$ cat config.mk
export PLATFORM = sky130hd
export DESIGN_NAME = eight_bit_alu_register_flag_unit_top_flat
export DESIGN_NICKNAME = d
export VERILOG_FILES = /design/src/rtl/alurf_pkg.sv /design/src/rtl/alurf_in_if.sv /design/src/rtl/alurf_out_if.sv /design/src/rtl/eight_bit_alu_register_flag_unit_top.sv /design/src/rtl/alurf_exec.sv /design/src/flat_wrapper.sv
export SDC_FILE = /design/constraint.sdc
export NUM_CORES = 1
export LEC_CHECK = 0
export BUFFER_PORTS_ARGS = -buffer_cell sky130_fd_sc_hd__buf_2
export CORE_MARGIN = 4
export CORE_UTILIZATION = 40
export CTS_BUF_LIST = sky130_fd_sc_hd__clkbuf_2
export DETAILED_ROUTE_END_ITERATION = 8
export GPL_ROUTABILITY_DRIVEN = 0
export PLACE_DENSITY_LB_ADDON = 0.12
export SETUP_SLACK_MARGIN = 0.1
export SLEW_MARGIN = 15
export SYNTH_ARGS = -nofsm -noshare
export SYNTH_HDL_FRONTEND = slang
export SYNTH_SLANG_ARGS = --single-unit
$ cat constraint.sdc
create_clock -name i_clk -period 10.8 [get_ports i_clk]
set_input_delay 1.08 -clock i_clk [delete_from_list [all_inputs] [get_ports i_clk]]
set_output_delay 1.08 -clock i_clk [all_outputs]
set_load 0.05 [all_outputs]
$ cat src/rtl/alurf_pkg.sv
package alurf_pkg;

    // Operation codes
    typedef enum logic [5:0] {
        OP_LDA   = 6'd0,  OP_LDX   = 6'd1,  OP_LDY   = 6'd2,
        OP_STA   = 6'd3,  OP_STX   = 6'd4,  OP_STY   = 6'd5,
        OP_ADC   = 6'd6,  OP_SBC   = 6'd7,  OP_AND   = 6'd8,
        OP_ORA   = 6'd9,  OP_EOR   = 6'd10, OP_CMP   = 6'd11,
        OP_CPX   = 6'd12, OP_CPY   = 6'd13, OP_BIT   = 6'd14,
        OP_ASL_A = 6'd15, OP_LSR_A = 6'd16, OP_ROL_A = 6'd17,
        OP_ROR_A = 6'd18, OP_ASL_M = 6'd19, OP_LSR_M = 6'd20,
        OP_ROL_M = 6'd21, OP_ROR_M = 6'd22, OP_INC   = 6'd23,
        OP_DEC   = 6'd24, OP_INX   = 6'd25, OP_INY   = 6'd26,
        OP_DEX   = 6'd27, OP_DEY   = 6'd28, OP_TAX   = 6'd29,
        OP_TAY   = 6'd30, OP_TXA   = 6'd31, OP_TYA   = 6'd32,
        OP_TSX   = 6'd33, OP_TXS   = 6'd34, OP_CLC   = 6'd35,
        OP_SEC   = 6'd36, OP_CLI   = 6'd37, OP_SEI   = 6'd38,
        OP_CLD   = 6'd39, OP_SED   = 6'd40, OP_CLV   = 6'd41,
        OP_PHA   = 6'd42, OP_PHP   = 6'd43, OP_PLA   = 6'd44,
        OP_PLP   = 6'd45, OP_BRANCH = 6'd46, OP_BRK  = 6'd47,
        OP_NMI   = 6'd48, OP_RTI   = 6'd49, OP_NOP   = 6'd50
    } t_op;

    // Status bit positions
    localparam int F_C = 0;
    localparam int F_Z = 1;
    localparam int F_I = 2;
    localparam int F_D = 3;
    localparam int F_B = 4;
    localparam int F_U = 5;
    localparam int F_V = 6;
    localparam int F_N = 7;

    localparam logic [7:0] RESET_SP = 8'hFD;
    localparam logic [7:0] RESET_P  = 8'h24;

    typedef struct packed {
        logic [7:0] a;
        logic [7:0] x;
        logic [7:0] y;
        logic [7:0] sp;
        logic [7:0] p;
    } t_regs;

    typedef struct packed {
        logic [7:0] write_value;
        logic       write_enable;
        logic [8:0] stack_address;
        logic       branch_taken;
        t_regs      regs;
    } t_result;

endpackage

$ cat src/rtl/alurf_in_if.sv
interface alurf_in_if;
    logic       valid;
    logic       ready;
    logic [5:0] operation;
    logic [7:0] operand;
    logic [2:0] branch_condition;

    modport source (output valid, operation, operand, branch_condition, input ready);
    modport sink   (input valid, operation, operand, branch_condition, output ready);
endinterface

$ cat src/rtl/alurf_out_if.sv
interface alurf_out_if;
    logic       valid;
    logic       ready;
    logic [7:0] write_value;
    logic       write_enable;
    logic [8:0] stack_address;
    logic       branch_taken;
    logic [7:0] accumulator_out;
    logic [7:0] index_x_out;
    logic [7:0] index_y_out;
    logic [7:0] stack_pointer_out;
    logic [7:0] status_out;

    modport source (
        output valid, write_value, write_enable, stack_address, branch_taken,
               accumulator_out, index_x_out, index_y_out, stack_pointer_out,
               status_out,
        input  ready
    );
    modport sink (
        input  valid, write_value, write_enable, stack_address, branch_taken,
               accumulator_out, index_x_out, index_y_out, stack_pointer_out,
               status_out,
        output ready
    );
endinterface

$ cat src/rtl/eight_bit_alu_register_flag_unit_top.sv
// Channel  Dir  Payload                                           Handshake
// i_in     in   operation[5:0] operand[7:0] branch_condition[2:0]  valid/ready
// o_out    out  write_value write_enable stack_address             valid/ready
//               branch_taken accumulator/x/y/sp/status after step
//
// One word per cycle while o_out is not stalled. Each word passes the input register, then the
// execute logic (adder, compare, shifter and flag update) into the result register.
// Register file updates when a word moves from input to result register, so a
// following word in the input register already sees it.
// Synchronous active-low reset: A, X, Y = 0, SP = 0xFD, status = 0x24.
// A stall on o_out holds both stages; i_in stays ready while the input stage is free.
module eight_bit_alu_register_flag_unit_top #(
    parameter int STACK_PAGE_BASE = 256
) (
    input  logic               i_clk,
    input  logic               i_rst_n,
    alurf_in_if.sink           i_in,
    alurf_out_if.source        o_out
);
    import alurf_pkg::*;

    logic       r_in_valid;
    logic [5:0] r_op;
    logic [7:0] r_opd;
    logic [2:0] r_cond;
    t_regs      r_regs;
    t_regs      n_regs;
    logic       r_out_valid;
    t_result    r_res;
    t_result    n_res;
    logic       advance;

    assign advance    = r_in_valid && (!r_out_valid || o_out.ready);
    assign i_in.ready = !r_in_valid || advance;

    alurf_exec #(
        .STACK_PAGE_BASE (STACK_PAGE_BASE)
    ) u_exec (
        .i_regs             (r_regs),
        .i_operation        (r_op),
        .i_operand          (r_opd),
        .i_branch_condition (r_cond),
        .o_regs             (n_regs),
        .o_result           (n_res)
    );

    // control and architectural state
    always_ff @(posedge i_clk) begin
        if (!i_rst_n) begin
            r_in_valid  <= 1'b0;
            r_out_valid <= 1'b0;
            r_regs      <= '{a: 8'd0, x: 8'd0, y: 8'd0, sp: RESET_SP, p: RESET_P};
        end else begin
            if (i_in.ready) begin
                r_in_valid <= i_in.valid;
            end
            if (advance) begin
                r_out_valid <= 1'b1;
                r_regs      <= n_regs;
            end else if (o_out.ready) begin
                r_out_valid <= 1'b0;
            end
        end
    end

    // payload registers
    always_ff @(posedge i_clk) begin
        if (i_in.valid && i_in.ready) begin
            r_op   <= i_in.operation;
            r_opd  <= i_in.operand;
            r_cond <= i_in.branch_condition;
        end
        if (advance) begin
            r_res <= n_res;
        end
    end

    assign o_out.valid             = r_out_valid;
    assign o_out.write_value       = r_res.write_value;
    assign o_out.write_enable      = r_res.write_enable;
    assign o_out.stack_address     = r_res.stack_address;
    assign o_out.branch_taken      = r_res.branch_taken;
    assign o_out.accumulator_out   = r_res.regs.a;
    assign o_out.index_x_out       = r_res.regs.x;
    assign o_out.index_y_out       = r_res.regs.y;
    assign o_out.stack_pointer_out = r_res.regs.sp;
    assign o_out.status_out        = r_res.regs.p;

endmodule

$ cat src/rtl/alurf_exec.sv
module alurf_exec #(
    parameter int STACK_PAGE_BASE = 256
) (
    input  alurf_pkg::t_regs   i_regs,
    input  logic [5:0]         i_operation,
    input  logic [7:0]         i_operand,
    input  logic [2:0]         i_branch_condition,
    output alurf_pkg::t_regs   o_regs,
    output alurf_pkg::t_result o_result
);
    import alurf_pkg::*;

    localparam logic [8:0] PageBase = 9'(STACK_PAGE_BASE);
    localparam logic [7:0] MaskB    = 8'h10;
    localparam logic [7:0] MaskU    = 8'h20;

    localparam logic [1:0] SH_ASL = 2'd0;
    localparam logic [1:0] SH_LSR = 2'd1;
    localparam logic [1:0] SH_ROL = 2'd2;
    localparam logic [1:0] SH_ROR = 2'd3;

    // update N and Z from a result byte
    function automatic logic [7:0] f_nz(input logic [7:0] p, input logic [7:0] v);
        logic [7:0] q;
        q      = p;
        q[F_Z] = (v == 8'd0);
        q[F_N] = v[7];
        return q;
    endfunction

    // shift/rotate: returns {carry out, result}
    function automatic logic [8:0] f_shift(input logic [1:0] kind, input logic [7:0] v,
                                           input logic cin);
        logic [8:0] r;
        case (kind)
            SH_ASL:  r = {v[7], v[6:0], 1'b0};
            SH_LSR:  r = {v[0], 1'b0, v[7:1]};
            SH_ROL:  r = {v[7], v[6:0], cin};
            default: r = {v[0], cin, v[7:1]};
        endcase
        return r;
    endfunction

    t_op        op;
    t_regs      n;
    logic [7:0] v;
    logic [7:0] addend;
    logic [8:0] adc_sum;
    logic [7:0] adc_r;
    logic       adc_v;
    logic [7:0] cmp_reg;
    logic [8:0] cmp_diff;
    logic [8:0] sh;
    logic [7:0] wval;
    logic       wen;
    logic       taken;
    logic       used_stack;
    logic [7:0] sidx;
    logic       flag_sel;

    assign op = t_op'(i_operation);
    assign v  = i_operand;

    // shared adder for ADC/SBC
    always_comb begin
        addend  = (op == OP_SBC) ? ~v : v;
        adc_sum = {1'b0, i_regs.a} + {1'b0, addend} + {8'd0, i_regs.p[F_C]};
        adc_r   = adc_sum[7:0];
        adc_v   = ~(i_regs.a[7] ^ addend[7]) & (i_regs.a[7] ^ adc_r[7]);
    end

    // compare subtractor
    always_comb begin
        case (op)
            OP_CPX:  cmp_reg = i_regs.x;
            OP_CPY:  cmp_reg = i_regs.y;
            default: cmp_reg = i_regs.a;
        endcase
        cmp_diff = {1'b0, cmp_reg} - {1'b0, v};
    end

    // shifter: A or operand, kind from the opcode
    always_comb begin
        case (op)
            OP_ASL_A: sh = f_shift(SH_ASL, i_regs.a, i_regs.p[F_C]);
            OP_LSR_A: sh = f_shift(SH_LSR, i_regs.a, i_regs.p[F_C]);
            OP_ROL_A: sh = f_shift(SH_ROL, i_regs.a, i_regs.p[F_C]);
            OP_ROR_A: sh = f_shift(SH_ROR, i_regs.a, i_regs.p[F_C]);
            OP_ASL_M: sh = f_shift(SH_ASL, v, i_regs.p[F_C]);
            OP_LSR_M: sh = f_shift(SH_LSR, v, i_regs.p[F_C]);
            OP_ROL_M: sh = f_shift(SH_ROL, v, i_regs.p[F_C]);
            default:  sh = f_shift(SH_ROR, v, i_regs.p[F_C]);
        endcase
    end

    // branch flag select: N, V, C, Z
    always_comb begin
        case (i_branch_condition[2:1])
            2'd0:    flag_sel = i_regs.p[F_N];
            2'd1:    flag_sel = i_regs.p[F_V];
            2'd2:    flag_sel = i_regs.p[F_C];
            default: flag_sel = i_regs.p[F_Z];
        endcase
    end

    // main decode
    always_comb begin
        n          = i_regs;
        wval       = 8'd0;
        wen        = 1'b0;
        taken      = 1'b0;
        used_stack = 1'b0;
        sidx       = 8'd0;
        unique case (op) inside
            OP_LDA: begin n.a = v; n.p = f_nz(n.p, v); end
            OP_LDX: begin n.x = v; n.p = f_nz(n.p, v); end
            OP_LDY: begin n.y = v; n.p = f_nz(n.p, v); end
            OP_STA: begin wval = i_regs.a; wen = 1'b1; end
            OP_STX: begin wval = i_regs.x; wen = 1'b1; end
            OP_STY: begin wval = i_regs.y; wen = 1'b1; end
            OP_ADC, OP_SBC: begin
                n.p[F_C] = adc_sum[8];
                n.p[F_V] = adc_v;
                n.a      = adc_r;
                n.p      = f_nz(n.p, adc_r);
            end
            OP_AND: begin n.a = i_regs.a & v; n.p = f_nz(n.p, i_regs.a & v); end
            OP_ORA: begin n.a = i_regs.a | v; n.p = f_nz(n.p, i_regs.a | v); end
            OP_EOR: begin n.a = i_regs.a ^ v; n.p = f_nz(n.p, i_regs.a ^ v); end
            OP_CMP, OP_CPX, OP_CPY: begin
                n.p[F_C] = ~cmp_diff[8];
                n.p      = f_nz(n.p, cmp_diff[7:0]);
            end
            OP_BIT: begin
                n.p[F_Z] = ((i_regs.a & v) == 8'd0);
                n.p[F_N] = v[7];
                n.p[F_V] = v[6];
            end
            OP_ASL_A, OP_LSR_A, OP_ROL_A, OP_ROR_A: begin
                n.p[F_C] = sh[8];
                n.a      = sh[7:0];
                n.p      = f_nz(n.p, sh[7:0]);
            end
            OP_ASL_M, OP_LSR_M, OP_ROL_M, OP_ROR_M: begin
                n.p[F_C] = sh[8];
                wval     = sh[7:0];
                wen      = 1'b1;
                n.p      = f_nz(n.p, sh[7:0]);
            end
            OP_INC: begin wval = v + 8'd1; wen = 1'b1; n.p = f_nz(n.p, v + 8'd1); end
            OP_DEC: begin wval = v - 8'd1; wen = 1'b1; n.p = f_nz(n.p, v - 8'd1); end
            OP_INX: begin n.x = i_regs.x + 8'd1; n.p = f_nz(n.p, i_regs.x + 8'd1); end
            OP_INY: begin n.y = i_regs.y + 8'd1; n.p = f_nz(n.p, i_regs.y + 8'd1); end
            OP_DEX: begin n.x = i_regs.x - 8'd1; n.p = f_nz(n.p, i_regs.x - 8'd1); end
            OP_DEY: begin n.y = i_regs.y - 8'd1; n.p = f_nz(n.p, i_regs.y - 8'd1); end
            OP_TAX: begin n.x = i_regs.a;  n.p = f_nz(n.p, i_regs.a); end
            OP_TAY: begin n.y = i_regs.a;  n.p = f_nz(n.p, i_regs.a); end
            OP_TXA: begin n.a = i_regs.x;  n.p = f_nz(n.p, i_regs.x); end
            OP_TYA: begin n.a = i_regs.y;  n.p = f_nz(n.p, i_regs.y); end
            OP_TSX: begin n.x = i_regs.sp; n.p = f_nz(n.p, i_regs.sp); end
            OP_TXS: n.sp = i_regs.x;
            OP_CLC: n.p[F_C] = 1'b0;
            OP_SEC: n.p[F_C] = 1'b1;
            OP_CLI: n.p[F_I] = 1'b0;
            OP_SEI: n.p[F_I] = 1'b1;
            OP_CLD: n.p[F_D] = 1'b0;
            OP_SED: n.p[F_D] = 1'b1;
            OP_CLV: n.p[F_V] = 1'b0;
            OP_PHA, OP_PHP: begin
                used_stack = 1'b1;
                sidx       = i_regs.sp;
                wval       = (op == OP_PHA) ? i_regs.a : (i_regs.p | MaskB | MaskU);
                wen        = 1'b1;
                n.sp       = i_regs.sp - 8'd1;
            end
            OP_PLA: begin
                used_stack = 1'b1;
                n.sp       = i_regs.sp + 8'd1;
                sidx       = i_regs.sp + 8'd1;
                n.a        = v;
                n.p        = f_nz(n.p, v);
            end
            OP_PLP: begin
                used_stack = 1'b1;
                n.sp       = i_regs.sp + 8'd1;
                sidx       = i_regs.sp + 8'd1;
                n.p        = (v & ~MaskB) | MaskU;
            end
            OP_BRANCH: taken = (flag_sel == i_branch_condition[0]);
            OP_BRK, OP_NMI: begin
                // return address goes in the two bytes above; status below them
                used_stack = 1'b1;
                sidx       = i_regs.sp - 8'd2;
                wval       = (op == OP_BRK) ? (i_regs.p | MaskB | MaskU)
                                            : ((i_regs.p | MaskU) & ~MaskB);
                wen        = 1'b1;
                n.p[F_I]   = 1'b1;
                n.sp       = i_regs.sp - 8'd3;
            end
            OP_RTI: begin
                used_stack = 1'b1;
                sidx       = i_regs.sp + 8'd1;
                n.p        = (v & ~MaskB) | MaskU;
                n.sp       = i_regs.sp + 8'd3;
            end
            default: ; // NOP and unused codes
        endcase
        if (!used_stack) begin
            sidx = n.sp;
        end
    end

    assign o_regs                 = n;
    assign o_result.write_value   = wval;
    assign o_result.write_enable  = wen;
    assign o_result.stack_address = PageBase + {1'b0, sidx};
    assign o_result.branch_taken  = taken;
    assign o_result.regs          = n;

endmodule
$ cat src/flat_wrapper.sv
// flat-port wrapper written by rule: the top's interface ports become plain ports
module eight_bit_alu_register_flag_unit_top_flat import alurf_pkg::*;
#(
    parameter int STACK_PAGE_BASE = 256
)
  (i_clk, i_rst_n, i_in_valid, i_in_operation, i_in_operand, i_in_branch_condition, i_in_ready, o_out_valid, o_out_write_value, o_out_write_enable, o_out_stack_address, o_out_branch_taken, o_out_accumulator_out, o_out_index_x_out, o_out_index_y_out, o_out_stack_pointer_out, o_out_status_out, o_out_ready);
  alurf_in_if i_in_i ();
  alurf_out_if o_out_i ();
  input  logic i_clk;
  input  logic i_rst_n;
  input wire logic [$bits(i_in_i.valid)-1:0] i_in_valid;
  input wire logic [$bits(i_in_i.operation)-1:0] i_in_operation;
  input wire logic [$bits(i_in_i.operand)-1:0] i_in_operand;
  input wire logic [$bits(i_in_i.branch_condition)-1:0] i_in_branch_condition;
  output wire logic [$bits(i_in_i.ready)-1:0] i_in_ready;
  output wire logic [$bits(o_out_i.valid)-1:0] o_out_valid;
  output wire logic [$bits(o_out_i.write_value)-1:0] o_out_write_value;
  output wire logic [$bits(o_out_i.write_enable)-1:0] o_out_write_enable;
  output wire logic [$bits(o_out_i.stack_address)-1:0] o_out_stack_address;
  output wire logic [$bits(o_out_i.branch_taken)-1:0] o_out_branch_taken;
  output wire logic [$bits(o_out_i.accumulator_out)-1:0] o_out_accumulator_out;
  output wire logic [$bits(o_out_i.index_x_out)-1:0] o_out_index_x_out;
  output wire logic [$bits(o_out_i.index_y_out)-1:0] o_out_index_y_out;
  output wire logic [$bits(o_out_i.stack_pointer_out)-1:0] o_out_stack_pointer_out;
  output wire logic [$bits(o_out_i.status_out)-1:0] o_out_status_out;
  input wire logic [$bits(o_out_i.ready)-1:0] o_out_ready;
  assign i_in_i.valid = i_in_valid;
  assign i_in_i.operation = i_in_operation;
  assign i_in_i.operand = i_in_operand;
  assign i_in_i.branch_condition = i_in_branch_condition;
  assign i_in_ready = i_in_i.ready;
  assign o_out_valid = o_out_i.valid;
  assign o_out_write_value = o_out_i.write_value;
  assign o_out_write_enable = o_out_i.write_enable;
  assign o_out_stack_address = o_out_i.stack_address;
  assign o_out_branch_taken = o_out_i.branch_taken;
  assign o_out_accumulator_out = o_out_i.accumulator_out;
  assign o_out_index_x_out = o_out_i.index_x_out;
  assign o_out_index_y_out = o_out_i.index_y_out;
  assign o_out_stack_pointer_out = o_out_i.stack_pointer_out;
  assign o_out_status_out = o_out_i.status_out;
  assign o_out_i.ready = o_out_ready;
  eight_bit_alu_register_flag_unit_top #(.STACK_PAGE_BASE(STACK_PAGE_BASE)) u_core (.i_clk(i_clk), .i_rst_n(i_rst_n), .i_in(i_in_i), .o_out(o_out_i));
endmodule
==> run metrics <==
grt ovf 0; Max Slew Vio Count 0; largest net degree at the start of global routing 81; total track usage 27.2%; Most used DFF post-synth edfxtp_1; Synth Warn # 0; Clock Skews 0.0495 ns; Reg area 0.00309 sq mm; most area-consuming cells after synthesis edfxtp_1, dfxtp_1, ha_1; CTS tree built; setup TNS 0 ns; Nets 1254; synth unique cells 98; max_cap viols 0; crit-path max FO 23; Synth area leader edfxtp_1; Final setup viols 0; Die W 164 um; final critical-path setup slack 5.83 ns; worst skew pair latency 0.77 ns; post-CTS setup buffers 0; num ports 82; CTS clock-pin slew for the worst setup and hold paths 0.25 ns; Post-synth EDFFs 75; startpoint class of the critical path flop; global-route wire length before repair 55900 um; syn avg cell area 8.40 sq um; Sink Count 117; commonest non-fill, non-tap cell in the layout nand2_1; Crit. End Element flop; drt drc 1; htree depth 4; sequential area share after synthesis 31.8%; cts repair resizes 0; wire length per cell 24.4 um; Slew headroom 27.0%; Mapped Cells 1157; Synth top area share 23.2%; Pre-antenna DRT Iters 9; critical setup path kind reg2reg; CTS buffer count 17; Final Cycle Share 46.0%; Die Area 0.0268 sq mm; failing checks design-rule violations; num rows 56; Area Growth Syn to Fin 7.84%; pwr dens 114 mW/mm^2; number of global-route vias before repair 9054; layout cells sized above 1 13.6%; Final Hold Viols 0; via count 9747; outcome finished with violations; PortBufs 80; VDD IR max 0.0564 mV; Starting Density 41.0%; Hold WC Path Type reg2reg; mapped cell area 0.00972 sq mm; footprint of the multi-input gates 0.00607 sq mm; CTS Buffer Depth 2; FILL cells 2450; data arrival time of the worst path 5.62 ns; unrepaired setup endpoints after global routing false; Clock Tree Root clkbuf_2; post-route ant nets 0; vias per cell 6.46; fmax 201 MHz; routed wire length 36800 um; Req. time, crit path 11.45 ns; worst slack, placed 6.07 ns; syn_nets 1236; most frequent cells in the layout nand2_1, nor2_1, buf_2; Tightest Pin Transition 1.09 ns; post-synthesis async set-or-reset flop share 0%; Leak Pwr 3.75 nW; Core Footprint 0.0237 sq mm; initial DRC count 1726; antenna violations before repair 1; # hold bufs at CTS 0; chip height 164 um; fin crit period 4.97 ns; number of synthesized register bits 117; detailed placement HPWL 25300 um
## path summary, 6_finish.rpt
| path | start | to | slack [ns] | depth (start not counted) |
|---|---|---|---|---|
| setup / recovery | u_core.r_op[2] | u_core.r_regs[1] | 5.83 | 15 |
| hold / removal | u_core.r_regs[4] | u_core.r_regs[4] | 0.46 | 2 |
| setup reg to reg | u_core.r_op[2] | u_core.r_regs[1] | 5.83 | 15 |
| hold reg to reg | u_core.r_regs[4] | u_core.r_regs[4] | 0.46 | 2 |
## report_power, final
part           leakage (nW)  internal [mW]  switching [mW]
registers              1.04          0.505          0.0444
logic                  2.54         0.0892           0.194
clock network         0.167          0.137           0.221
## registers in the layout, summed over array words and instances (netlist names)
| register | cells |
|---|---|
| u_core.r_regs | 40 |
| u_core.o_out.accumulator_out | 8 |
| u_core.o_out.index_x_out | 8 |
| u_core.o_out.index_y_out | 8 |
| u_core.o_out.stack_address | 8 |
| u_core.o_out.stack_pointer_out | 8 |
| u_core.o_out.status_out | 8 |
| u_core.o_out.write_value | 8 |
| u_core.r_opd | 8 |
| u_core.r_op | 6 |
| u_core.r_cond | 3 |
| u_core.o_out.branch_taken | 1 |
| u_core.o_out.valid | 1 |
| u_core.o_out.write_enable | 1 |
| u_core.r_in_valid | 1 |
## cells in the mapped netlist, drive strengths merged, types with 8 or more instances
library cell,number
nand2,132
nor2,110
edfxtp,75
o21ai,67
clkbuf,61
ha,54
a21oi,49
nor3,45
xnor2,45
dfxtp,42
nand3,39
inv,36
buf,33
a22oi,23
a222oi,22
a221oi,20
nand2b,18
xor2,18
o211ai,17
nor4,16
a211oi,15
nand4,14
nor2b,13
or3,12
a221o,11
o21a,11
o22ai,11
a31oi,9
and2,9
and3,8
o211a,8
or2,8
## area by class of cell
type / instances / area share, %
well taps: 319 / 3.81
diodes: 1 / 0.0239
inverters: 38 / 1.37
multi-input cells: 908 / 57.9
clock inverters: 15 / 1.82
repair buffers: 93 / 4.75
clock buffers: 17 / 0.812
flip-flops and latches: 117 / 29.5
## per-layer routing
metal | share of wire, % | global-route usage [%] | vias up
li1 | - | - | 4385
met1 | 43 | 39.0 | 4584
met2 | 42 | 39.3 | 689
met3 | 12 | 7.45 | 89
met4 | 3.1 | 9.49 | 0
met5 | 0 | 0 | -
## logic make-up after synthesis
group / after synthesis / synth area share (%)
and+or+nand+nor: 452 / 23.6
AOI/OAI and AO/OA: 329 / 24.7
buffers and inverters: 132 / 5.76
DFF: 117 / 31.8
xor gates and xnor gates: 63 / 5.68
adders and majority gates: 58 / 7.78
muxes: 5 / 0.683
other: 1 / 0.0386
## critical path, stage by stage (launching register included)
cell      delay [ns]
edfxtp_1        0.91
nand2_1         0.38
nor3_1          0.85
nor2_1          0.32
a21oi_1         0.28
ha_1            0.20
inv_1           0.05
fa_1            0.39
a211oi_1        0.35
o21ai_0         0.16
o21a_1          0.14
xor2_1          0.13
nor3_1          0.07
a32oi_1         0.19
nand3_1         0.14
o221a_1         0.28
## per-stage QoR
stage          util (%)  cell area [sq um]  power, mW  cells  hold WS (ns)
2_1_floorplan         -               9720      0.752   1157         0.408
3_3_place_gp       43.1              10200      0.832   1475         0.419
3_5_place_dp       43.1              10200      0.832   1475         0.425
4_1_cts            44.2              10500       1.19   1507         0.425
5_1_grt            44.2              10500       1.24   1508         0.443
6_report           44.2              10500       1.19   1508         0.456
Note: power is estimated with default switching activity, not from simulation.
